$ cat src/rtl/slm_pkg.sv
`timescale 1ns / 1ps
// ----------------------------------------------------------------------------
// Sorted list merge package
// Shared constants, operation codes and transaction types for the merge block.
// ----------------------------------------------------------------------------
package slm_pkg;

   localparam int DEPTH  = 32;
   localparam int ADDR_W = (DEPTH > 1) ? $clog2(DEPTH) : 1;
   localparam int CNT_W  = $clog2(DEPTH + 1);

   typedef enum logic [1:0] {
      OP_APPEND_FIRST  = 2'd0,
      OP_APPEND_SECOND = 2'd1,
      OP_MERGE         = 2'd2,
      OP_UNUSED        = 2'd3
   } op_type;

   typedef struct packed {
      logic [1:0]         operation;
      logic signed [31:0] value;
   } req_type;

   typedef struct packed {
      logic signed [31:0] merged_value;
      logic               last;
      logic               overflowed;
   } rsp_type;

endpackage

$ cat src/rtl/sorted_list_merge.sv
`timescale 1ns / 1ps
// ----------------------------------------------------------------------------
// Sorted list merge
// Loads two ascending lists of signed values and emits their merged sequence.
// ----------------------------------------------------------------------------
// An append transaction leaves busy low, so appends can be issued back to
// back. A merge transaction first passes a prep state that fetches both list
// heads from the registered-read list memories, then emits one result per
// cycle from the single head comparator until both lists are used up. Each
// result is registered and appears in the cycle after it is picked, valid
// for exactly one cycle on rsp_valid; the receiver cannot stall results. A merge
// of two empty lists produces no result and leaves busy low. On equal
// values the element of the second list is emitted first.
// ----------------------------------------------------------------------------
module sorted_list_merge (
   input  logic             clock,
   input  logic             reset,
   input  logic             start,
   output logic             busy,
   input  slm_pkg::req_type req_data,
   output logic             rsp_valid,
   output slm_pkg::rsp_type rsp_data
);

   import slm_pkg::*;

   typedef enum logic [2:0] {
      ST_IDLE = 3'b001,
      ST_PREP = 3'b010,
      ST_EMIT = 3'b100
   } state_type;

   state_type   state_ff, state_in;
   logic [CNT_W-1:0] cnt1_ff, cnt1_in;
   logic [CNT_W-1:0] cnt2_ff, cnt2_in;
   logic [CNT_W-1:0] idx1_ff, idx1_in;
   logic [CNT_W-1:0] idx2_ff, idx2_in;
   logic        ovf_ff, ovf_in;
   logic        rsp_valid_ff, rsp_valid_in;
   rsp_type     rsp_data_ff, rsp_data_in;

   logic        wr1_en, wr2_en;
   logic [31:0] rd1_data, rd2_data;
   logic        take_first;
   logic        accept;

   slm_ram #(.WIDTH(32), .DEPTH(DEPTH)) u_first_ram (
      .clock   (clock),
      .wr_en   (wr1_en),
      .wr_addr (cnt1_ff[ADDR_W-1:0]),
      .wr_data (req_data.value),
      .rd_addr (idx1_in[ADDR_W-1:0]),
      .rd_data (rd1_data)
   );

   slm_ram #(.WIDTH(32), .DEPTH(DEPTH)) u_second_ram (
      .clock   (clock),
      .wr_en   (wr2_en),
      .wr_addr (cnt2_ff[ADDR_W-1:0]),
      .wr_data (req_data.value),
      .rd_addr (idx2_in[ADDR_W-1:0]),
      .rd_data (rd2_data)
   );

   assign accept = start && (state_ff == ST_IDLE);
   assign busy   = (state_ff != ST_IDLE);

   assign take_first = (idx1_ff < cnt1_ff) &&
                       ((idx2_ff >= cnt2_ff) || ($signed(rd1_data) < $signed(rd2_data)));

   always_comb begin
      state_in     = state_ff;
      cnt1_in      = cnt1_ff;
      cnt2_in      = cnt2_ff;
      idx1_in      = idx1_ff;
      idx2_in      = idx2_ff;
      ovf_in       = ovf_ff;
      rsp_valid_in = 1'b0;
      rsp_data_in  = rsp_data_ff;
      wr1_en       = 1'b0;
      wr2_en       = 1'b0;

      case (state_ff)
         ST_IDLE: begin
            idx1_in = '0;
            idx2_in = '0;
            if (accept) begin
               case (req_data.operation)
                  OP_APPEND_FIRST: begin
                     if (cnt1_ff < CNT_W'(DEPTH)) begin
                        wr1_en  = 1'b1;
                        cnt1_in = cnt1_ff + 1'b1;
                     end else begin
                        ovf_in = 1'b1;
                     end
                  end
                  OP_APPEND_SECOND: begin
                     if (cnt2_ff < CNT_W'(DEPTH)) begin
                        wr2_en  = 1'b1;
                        cnt2_in = cnt2_ff + 1'b1;
                     end else begin
                        ovf_in = 1'b1;
                     end
                  end
                  OP_MERGE: begin
                     if ((cnt1_ff == '0) && (cnt2_ff == '0)) begin
                        ovf_in = 1'b0;
                     end else begin
                        state_in = ST_PREP;
                     end
                  end
                  default: begin
                  end
               endcase
            end
         end
         ST_PREP: begin
            state_in = ST_EMIT;
         end
         ST_EMIT: begin
            rsp_valid_in            = 1'b1;
            rsp_data_in.overflowed  = ovf_ff;
            if (take_first) begin
               rsp_data_in.merged_value = $signed(rd1_data);
               idx1_in                  = idx1_ff + 1'b1;
            end else begin
               rsp_data_in.merged_value = $signed(rd2_data);
               idx2_in                  = idx2_ff + 1'b1;
            end
            rsp_data_in.last = (idx1_in == cnt1_ff) && (idx2_in == cnt2_ff);
            if (rsp_data_in.last) begin
               state_in = ST_IDLE;
               cnt1_in  = '0;
               cnt2_in  = '0;
               ovf_in   = 1'b0;
               idx1_in  = '0;
               idx2_in  = '0;
            end
         end
         default: begin
            state_in = ST_IDLE;
         end
      endcase
   end

   always_ff @(posedge clock) begin
      if (reset) begin
         state_ff     <= ST_IDLE;
         cnt1_ff      <= '0;
         cnt2_ff      <= '0;
         idx1_ff      <= '0;
         idx2_ff      <= '0;
         ovf_ff       <= 1'b0;
         rsp_valid_ff <= 1'b0;
      end else begin
         state_ff     <= state_in;
         cnt1_ff      <= cnt1_in;
         cnt2_ff      <= cnt2_in;
         idx1_ff      <= idx1_in;
         idx2_ff      <= idx2_in;
         ovf_ff       <= ovf_in;
         rsp_valid_ff <= rsp_valid_in;
      end
   end

   always_ff @(posedge clock) begin
      rsp_data_ff <= rsp_data_in;
   end

   assign rsp_valid = rsp_valid_ff;
   assign rsp_data  = rsp_data_ff;

endmodule

$ cat src/rtl/slm_ram.sv
`timescale 1ns / 1ps
// ----------------------------------------------------------------------------
// Generic single-port-write RAM
// One write port and one read port with a registered read data output.
// ----------------------------------------------------------------------------
module slm_ram #(
   parameter int WIDTH = 32,
   parameter int DEPTH = 32
) (
   input  logic                                       clock,
   input  logic                                       wr_en,
   input  logic [((DEPTH > 1) ? $clog2(DEPTH) : 1)-1:0] wr_addr,
   input  logic [WIDTH-1:0]                           wr_data,
   input  logic [((DEPTH > 1) ? $clog2(DEPTH) : 1)-1:0] rd_addr,
   output logic [WIDTH-1:0]                           rd_data
);

   logic [WIDTH-1:0] mem [DEPTH];

   always_ff @(posedge clock) begin
      if (wr_en) begin
         mem[wr_addr] <= wr_data;
      end
      rd_data <= mem[rd_addr];
   end

endmodule
$ cat config.mk
export PLATFORM = sky130hd
export DESIGN_NAME = sorted_list_merge
export DESIGN_NICKNAME = d
export VERILOG_FILES = /design/src/rtl/slm_pkg.sv /design/src/rtl/sorted_list_merge.sv /design/src/rtl/slm_ram.sv
export SDC_FILE = /design/constraint.sdc
export NUM_CORES = 2
export LEC_CHECK = 0
export BUFFER_PORTS_ARGS = -buffer_cell sky130_fd_sc_hd__buf_2
export CORE_MARGIN = 1
export CORE_UTILIZATION = 59
export CTS_BUF_LIST = sky130_fd_sc_hd__clkbuf_2
export CTS_CLUSTER_DIAMETER = 50
export DETAILED_ROUTE_END_ITERATION = 10
export HOLD_SLACK_MARGIN = 0.1
export PLACE_DENSITY = 0.71
export SLEW_MARGIN = 20
export SYNTH_ARGS = -nofsm -noshare
export SYNTH_HDL_FRONTEND = slang
export SYNTH_SLANG_ARGS = --single-unit
$ cat constraint.sdc
create_clock -name clock -period 5.1 [get_ports clock]
set_clock_uncertainty 0.05 [all_clocks]
set_input_delay 0.255 -clock clock [delete_from_list [all_inputs] [get_ports clock]]
set_output_delay 0.255 -clock clock [all_outputs]
set_load 0.02 [all_outputs]
Word level (Yosys, flattened, before mapping)
Memories as Yosys holds them, arrays and structs flattened. A register that Yosys moved wholly into a read port is not among the register bits.
Cells that the tools add are included.
{"block": "op_classes", "magnitude_cmp": 5, "mux": 43, "bitwise_logic": 0, "reduce_logical": 13, "mul": 0, "shift": 0, "addsub": 4, "div_mod_pow": 0, "n_eq_ne": 20}
{"op": "$mux 6", "count": 13}
{"op": "$pmux 6 s2", "count": 4}
{"op": "$lt 32x32->1", "count": 1}
{"op": "$mux 32", "count": 1}
{"op": "$add 6x1->6 const B", "count": 4}
{"op": "$mux 1", "count": 18}
{"op": "$eq 6x6->1", "count": 2}
{"op": "$logic_not 6->1", "count": 2}
{"op": "$lt 6x6->1 const B", "count": 2}
{"op": "$mux 3", "count": 4}
{"op": "$ne 2x1->1 const B", "count": 5}
{"op": "$reduce_and 5->1", "count": 2}
{"op": "$ne 3x3->1 const B", "count": 3}
{"op": "$pmux 3 s3", "count": 1}
{"op": "$reduce_and 7->1", "count": 1}
{"op": "$ge 6x6->1", "count": 1}
{"op": "$lt 6x6->1", "count": 1}
{"op": "$ne 2x2->1 const B", "count": 3}
{"op": "$logic_and 1x1->1", "count": 4}
{"op": "$ne 4x1->1 const B", "count": 1}
{"op": "$reduce_and 4->1", "count": 1}
{"op": "$eq 3x1->1 const B", "count": 1}
{"op": "$eq 3x2->1 const B", "count": 1}
{"op": "$eq 3x3->1 const B", "count": 1}
{"op": "other kinds (8)", "count": 8}
{"block": "totals", "inputBits": 37, "ff_bits": 63, "latch_bits": 0, "out_inout_bits": 36, "n_memories": 2, "ramBits": 2048, "romBits": 0}
{"memory": "u_first_ram.mem", "words": 32, "word_bits": 32, "read_ports": 1, "rd_clocked_by_memory_dff": 1, "write_ports": 1, "line": "slm_ram.sv:18", "source": "logic [WIDTH-1:0] mem [DEPTH];"}
{"memory": "u_second_ram.mem", "words": 32, "word_bits": 32, "read_ports": 1, "rd_clocked_by_memory_dff": 1, "write_ports": 1, "line": "slm_ram.sv:18"}

Longest topological paths before layout
{"block": "depth", "depth_word": 9, "depth_mapped": 22, "mapped_depth_nobuf": 15}

Hierarchy
A second synthesis with hierarchy kept.
{"block": "hier_totals", "cells_unflattened": 5031, "area_unflattened_um2": 85579.6}
{"module": "slm_ram (u_first_ram)", "area_per_inst_um2": 40487.6, "cells_per_inst": 2260, "instances": 1, "seq_area_each_um2": 31390.1}
{"module": "slm_ram (u_second_ram)", "area_per_inst_um2": 40485.1, "cells_per_inst": 2260, "instances": 1, "seq_area_each_um2": 31390.1}
{"module": "sorted_list_merge", "area_per_inst_um2": 4606.9, "cells_per_inst": 511, "instances": 1, "seq_area_each_um2": 1601.5}

Worst setup path after synthesis
No wires, ideal clock.
{"block": "synth_path", "kind": "register to register", "start": "register idx2_ff[0]", "end": "register u_second_ram.rd_data[10] (read register of u_second_ram.mem)", "setup_time_ps": 130, "slack_ps": 494, "synth_period_minus_slack_ps": 4606, "t_arrival_ps": 4426, "path_stages_with_launch": 21, "cell_sequence": "dfxtp_1 -> clkbuf_1 -> inv_2 -> clkbuf_1 -> clkbuf_1 -> ha_1 -> nand2b_1 -> a211oi_1 -> o31ai_1 -> nor4_1 -> or4_4 -> a211oi_4 -> o211a_4 -> buf_6 -> o31ai_1 -> a21oi_4 -> nor2_1 -> clkbuf_1 -> a31oi_1 -> a21oi_1 -> a211oi_2"}
{"block": "synth_via", "elab_chain_len": 9, "word_cells_on_any_way": 13}
{"item": "start: declaration", "line": "sorted_list_merge.sv:37", "source": "logic [CNT_W-1:0] idx2_ff, idx2_in;"}
{"item": "start signal: assignment", "line": "sorted_list_merge.sv:160", "source": "idx2_ff <= idx2_in;"}
{"item": "$ge 6x6->1", "line": "sorted_list_merge.sv:69", "source": "((idx2_ff >= cnt2_ff) || ($signed(rd1_data) < $signed(rd2_data)));"}
{"item": "$logic_or 1x1->1", "line": "sorted_list_merge.sv:69"}
{"item": "$logic_and 1x1->1", "line": "sorted_list_merge.sv:68", "source": "assign take_first = (idx1_ff < cnt1_ff) &&"}
{"item": "$mux 6", "line": "sorted_list_merge.sv:123", "source": "if (take_first) begin"}
{"item": "$mux 6", "line": "sorted_list_merge.sv:83", "source": "case (state_ff)"}
{"item": "$eq 6x6->1", "line": "sorted_list_merge.sv:130", "source": "rsp_data_in.last = (idx1_in == cnt1_ff) && (idx2_in == cnt2_ff);"}
{"item": "$logic_and 1x1->1", "line": "sorted_list_merge.sv:130"}
{"item": "$mux 6", "line": "sorted_list_merge.sv:131", "source": "if (rsp_data_in.last) begin"}
{"item": "$pmux 6 s2 *", "line": "sorted_list_merge.sv:83"}
{"item": "end: declaration", "line": "slm_ram.sv:15", "source": "output logic [WIDTH-1:0] rd_data"}
Mark *: on every way between the ends. The rest lies on a longest branch, timed or not. The select of a mux whose other input is x is not followed.
A chain may end at the register's enable or synchronous reset.

Worst setup path in the final report
{"block": "layout_path", "start": "register u_second_ram.rd_data[1] (read register of u_second_ram.mem)", "end": "register u_second_ram.rd_data[24] (read register of u_second_ram.mem)"}
{"block": "layout_via", "elab_chain_len": 9, "word_cells_on_any_way": 12}
{"item": "$lt 32x32->1 *", "line": "sorted_list_merge.sv:69"}
{"item": "$logic_or 1x1->1 *", "line": "sorted_list_merge.sv:69"}
{"item": "$logic_and 1x1->1 *", "line": "sorted_list_merge.sv:68"}
{"item": "$mux 6", "line": "sorted_list_merge.sv:123"}
{"item": "$mux 6", "line": "sorted_list_merge.sv:83"}
{"item": "$eq 6x6->1", "line": "sorted_list_merge.sv:130"}
{"item": "$logic_and 1x1->1", "line": "sorted_list_merge.sv:130"}
{"item": "$mux 6 *", "line": "sorted_list_merge.sv:131"}
{"item": "$pmux 6 s2 *", "line": "sorted_list_merge.sv:83"}
Marked as above.

==> flow_metrics.tcl <==
set metrics [dict create \
    post_synth_most_frequent_cells "sky130_fd_sc_hd__edfxtp_1 (2082), sky130_fd_sc_hd__nand2_1 (696), sky130_fd_sc_hd__mux2i_1 (356), sky130_fd_sc_hd__a211oi_1 (278), sky130_fd_sc_hd__clkbuf_1 (265)" \
    maximum_fanout_along_the_worst_path 28 \
    postSynthNetCount 6268 \
    worstPathCellList "inv_2 -> ha_1 -> o21ai_1 -> nor2_1 -> o311ai_4 -> a311oi_4 -> or4_4 -> a211oi_4 -> o211ai_2 -> buf_6 -> buf_4 -> and3_1 -> buf_4 -> nand2_1 -> o21ai_2 -> buf_12 -> buf_4 -> nand3_1 -> nand4_1 -> a211oi_1" \
    drt.antenna.violating_nets 0 \
    endpoint_arrival_time_on_the_critical_path_ns 6.65 \
    insertion_delay_ns 1.79 \
    firstDrtPassIters 8 \
    syn_area_sq_um 88500 \
    drt-initial-drc-count 8916 \
    drive_above_1_share_pct 24.7 \
    seq_area_frac_synth_pct 72.7 \
    synthesis.yosys.warnings 0 \
    hold_class "in2reg" \
    vdd_drop_max_mv 0.204 \
    setup.worst_path.start_class "flip-flop" \
    viasPerCell 6.49 \
    drv_cap 0 \
    worst_slew_pin_slew_ns 1.26 \
    finalNetCount 7269 \
    die_y_um 389 \
    pin_count 73 \
    reg2reg_from "u_second_ram.rd_data[1]" \
    numCtsBuffers 548 \
    synth.most_common_cell "sky130_fd_sc_hd__edfxtp_1" \
    routed_wl_mm 269 \
    timing.critical_path.slowest_cell_delay_ns 0.56 \
    synth.avg_cell_area_sq_um 14.3 \
    n_fill_cell 9955 \
    core_sq_um 148000 \
    post_synth_edffs 2082 \
    critPathMostFrequentCell "sky130_fd_sc_hd__buf_4" \
    postLayoutCellArea_sq_um 104000 \
    critPathKind "reg2reg" \
    count_of_input_and_output_buffers 72 \
    floorplan.die_area_sq_um 152000 \
    post-route-worst-setup-slack_ns -0.0458 \
    power.static_leakage_nw 35.3 \
    grt_start_max_net_pins 118 \
    num_rows 141 \
    setup_violations 3 \
    cp-endpoint "u_second_ram.rd_data[24]" \
    clock_tree.htree_level_count 6 \
    dpl-instance-area_sq_um 96900 \
    status "complete, but fails checks" \
    synth-async-reset-ratio_pct 0 \
    violated_checks "setup timing" \
    overflow 0 \
    final_max_tran_viols 0 \
    period_share_pct 101 \
    route.detailed.drc 0 \
    postSynthRegisterBits 2175 \
    syn2layout_area_growth_pct 17.5 \
    grt_setup_unrepaired "true" \
    final_core_util_pct 70.1 \
    synthFlopType "sky130_fd_sc_hd__edfxtp_1" \
    post_synth_inst_count 6179 \
    worst_reg2reg_endpoint "u_second_ram.rd_data[24]" \
    ctsRootBufferMaster "sky130_fd_sc_hd__clkbuf_2" \
    tritoncts "done" \
    vias 62000 \
    synth_top_cells_by_area "sky130_fd_sc_hd__edfxtp_1 (71%), sky130_fd_sc_hd__mux2i_1 (4.0%), sky130_fd_sc_hd__nand2_1 (3.0%), sky130_fd_sc_hd__a211oi_1 (2.4%), sky130_fd_sc_hd__a22oi_1 (2.2%)" \
    grt_pass1_wl_mm 383 \
    synth_top_cell_area_share_pct 70.6 \
    floorplan.initialDensity_pct 59.6 \
    critical_path_required_ns 6.60 \
    final.hold.worst_slack_ns 0.281 \
    wl_per_cell_um 28.1 \
    grt_pass1_vias 59600 \
    slowest_stage "sky130_fd_sc_hd__or4_4" \
    dp_worst_setup_slack_ns -1.30 \
    report.final.hold_viol_count 0 \
    cts_max_path_buffers 4 \
    layout_min_cycle_time_ns 5.15 \
    relSlewSlack_pct 16.3 \
    ff2ff_path_depth 20 \
    setup.worst_path.end_class "flip-flop" \
    initial_antenna_violation_count 13 \
    cts.sink_count 2175 \
    gp_congestion 0.927 \
    gr-usage-all-layers_pct 34.7 \
    clk_pin_slew_worst_paths_ns 0.09 \
    die-width_um 389 \
    achievable-frequency_ghz 0.194 \
    rrSetupSlack_ns -0.05 \
    synth_area_leader_cell "sky130_fd_sc_hd__edfxtp_1" \
    power.density_nw_per_um2 308 \
    synth_cell_types 81 \
    startpoint "u_second_ram.rd_data[1]" \
    dp.final_hpwl_mm 159 \
]
flip-flops by register name (all words and copies together), names as in the netlist:
name / flops
idx1_ff: 6
u_first_ram.rd_data: 32
idx2_ff: 6
u_second_ram.mem: 1024
cnt1_ff: 6
rsp_valid: 1
u_second_ram.rd_data: 32
state_ff: 3
ovf_ff: 1
cnt2_ff: 6
u_first_ram.mem: 1024
rsp_data: 34
routing by layer:
metal	GRT usage (%)	vias up	part of all wire, %	wire length, um
li1	-	26600	-	-
met1	48.4	30400	38	102000
met2	51.5	4343	45	120000
met3	9.69	659	13	36000
met4	14.6	8	4.0	10700
met5	0	-	0.020	53
worst min path at each step:
stage	endpoint	cells past startpoint	from
after floorplan	u_first_ram.mem[0][0]	0	req_data[0]
after global placement	state_ff[2]	1	state_ff[0]
after detailed placement	state_ff[2]	1	state_ff[0]
after CTS	u_first_ram.mem[26][9]	4	req_data[9]
after global routing	u_first_ram.mem[26][5]	4	req_data[5]
final	u_second_ram.mem[16][29]	4	req_data[29]
power breakdown:
group	internal (mW)	switching (mW)	total [mW]
clock	4.44	6.82	11.3
sequential	19.6	0.0328	19.6
combinational	0.328	0.793	1.12
cell type report:
cell class | count | area (sq um) | area share [%]
inverters | 53 | 201 | 0.194
multi-input cells | 3495 | 23300 | 22.4
flip-flops and latches | 2175 | 64400 | 62.0
well taps | 2002 | 2500 | 2.41
clock inverters | 141 | 737 | 0.709
clock buffers | 782 | 3910 | 3.76
repair buffers | 907 | 8910 | 8.56
diodes | 3 | 7.51 | 0.00722
worst max-delay path, delay by kind of cell (launching register included):
family | cells | cell delay [ns]
AO/OA/AOI/OAI | 7 | 1.89
AND/OR/NAND/NOR | 6 | 1.30
buffers and inverters | 6 | 0.96
flip-flops | 1 | 0.42
adder cells (fa/ha/maj) | 1 | 0.28
through the flow:
| stage | power (mW) | instances | setup TNS (ns) |
|---|---|---|---|
| final | 32.0 | 9558 | -0.0630 |
| after global routing | 33.0 | 9557 | -1.69 |
| after CTS | 32.0 | 9520 | 0 |
| after global placement | 21.0 | 8481 | -39.78 |
| after detailed placement | 21.0 | 8489 | -45.23 |
| after floorplan | 20.3 | 6179 | 0 |
cell families (layout without fill, tap and decap cells):
logic type               count (synthesis)  count (layout)  synth area share (%)
AO/OA/AOI/OAI                         1487            1487                  11.5
XOR/XNOR                                27              27                 0.267
adder cells (fa/ha/maj)                 52              52                 0.735
buffers and inverters                  509            1883                  2.46
flip-flops                            2175            2175                  72.7
multiplexers                           356             356                  4.03
other                                    0               3                     0
AND/OR/NAND/NOR                       1573            1573                  8.22
repair_timing:
item	in CTS	in global routing
endpoints found under the hold margin	3453	0
setup buffers	2	24
gates cloned	0	7
hold buffers	106	0
pin swaps	14	41
gates resized for setup	51	120
setup endpoints to repair	71	60
layout by cell type (no fill, tap or decap), drive strengths merged, types with 93 or more instances in the layout:
cell type,Yosys,routed
a211oi,288,288
buf,191,795
a21oi,242,242
a22oi,254,254
clkbuf,265,789
nor3,112,112
edfxtp,2082,2082
mux2i,356,356
a31oi,114,114
dlygate4sd3,0,105
nor2,256,256
o22ai,102,102
clkinv,2,120
nand2,697,697
o21ai,209,209
nand3,130,130
and3,232,232
dfxtp,93,93
Note: power is estimated with default switching activity, not from simulation.
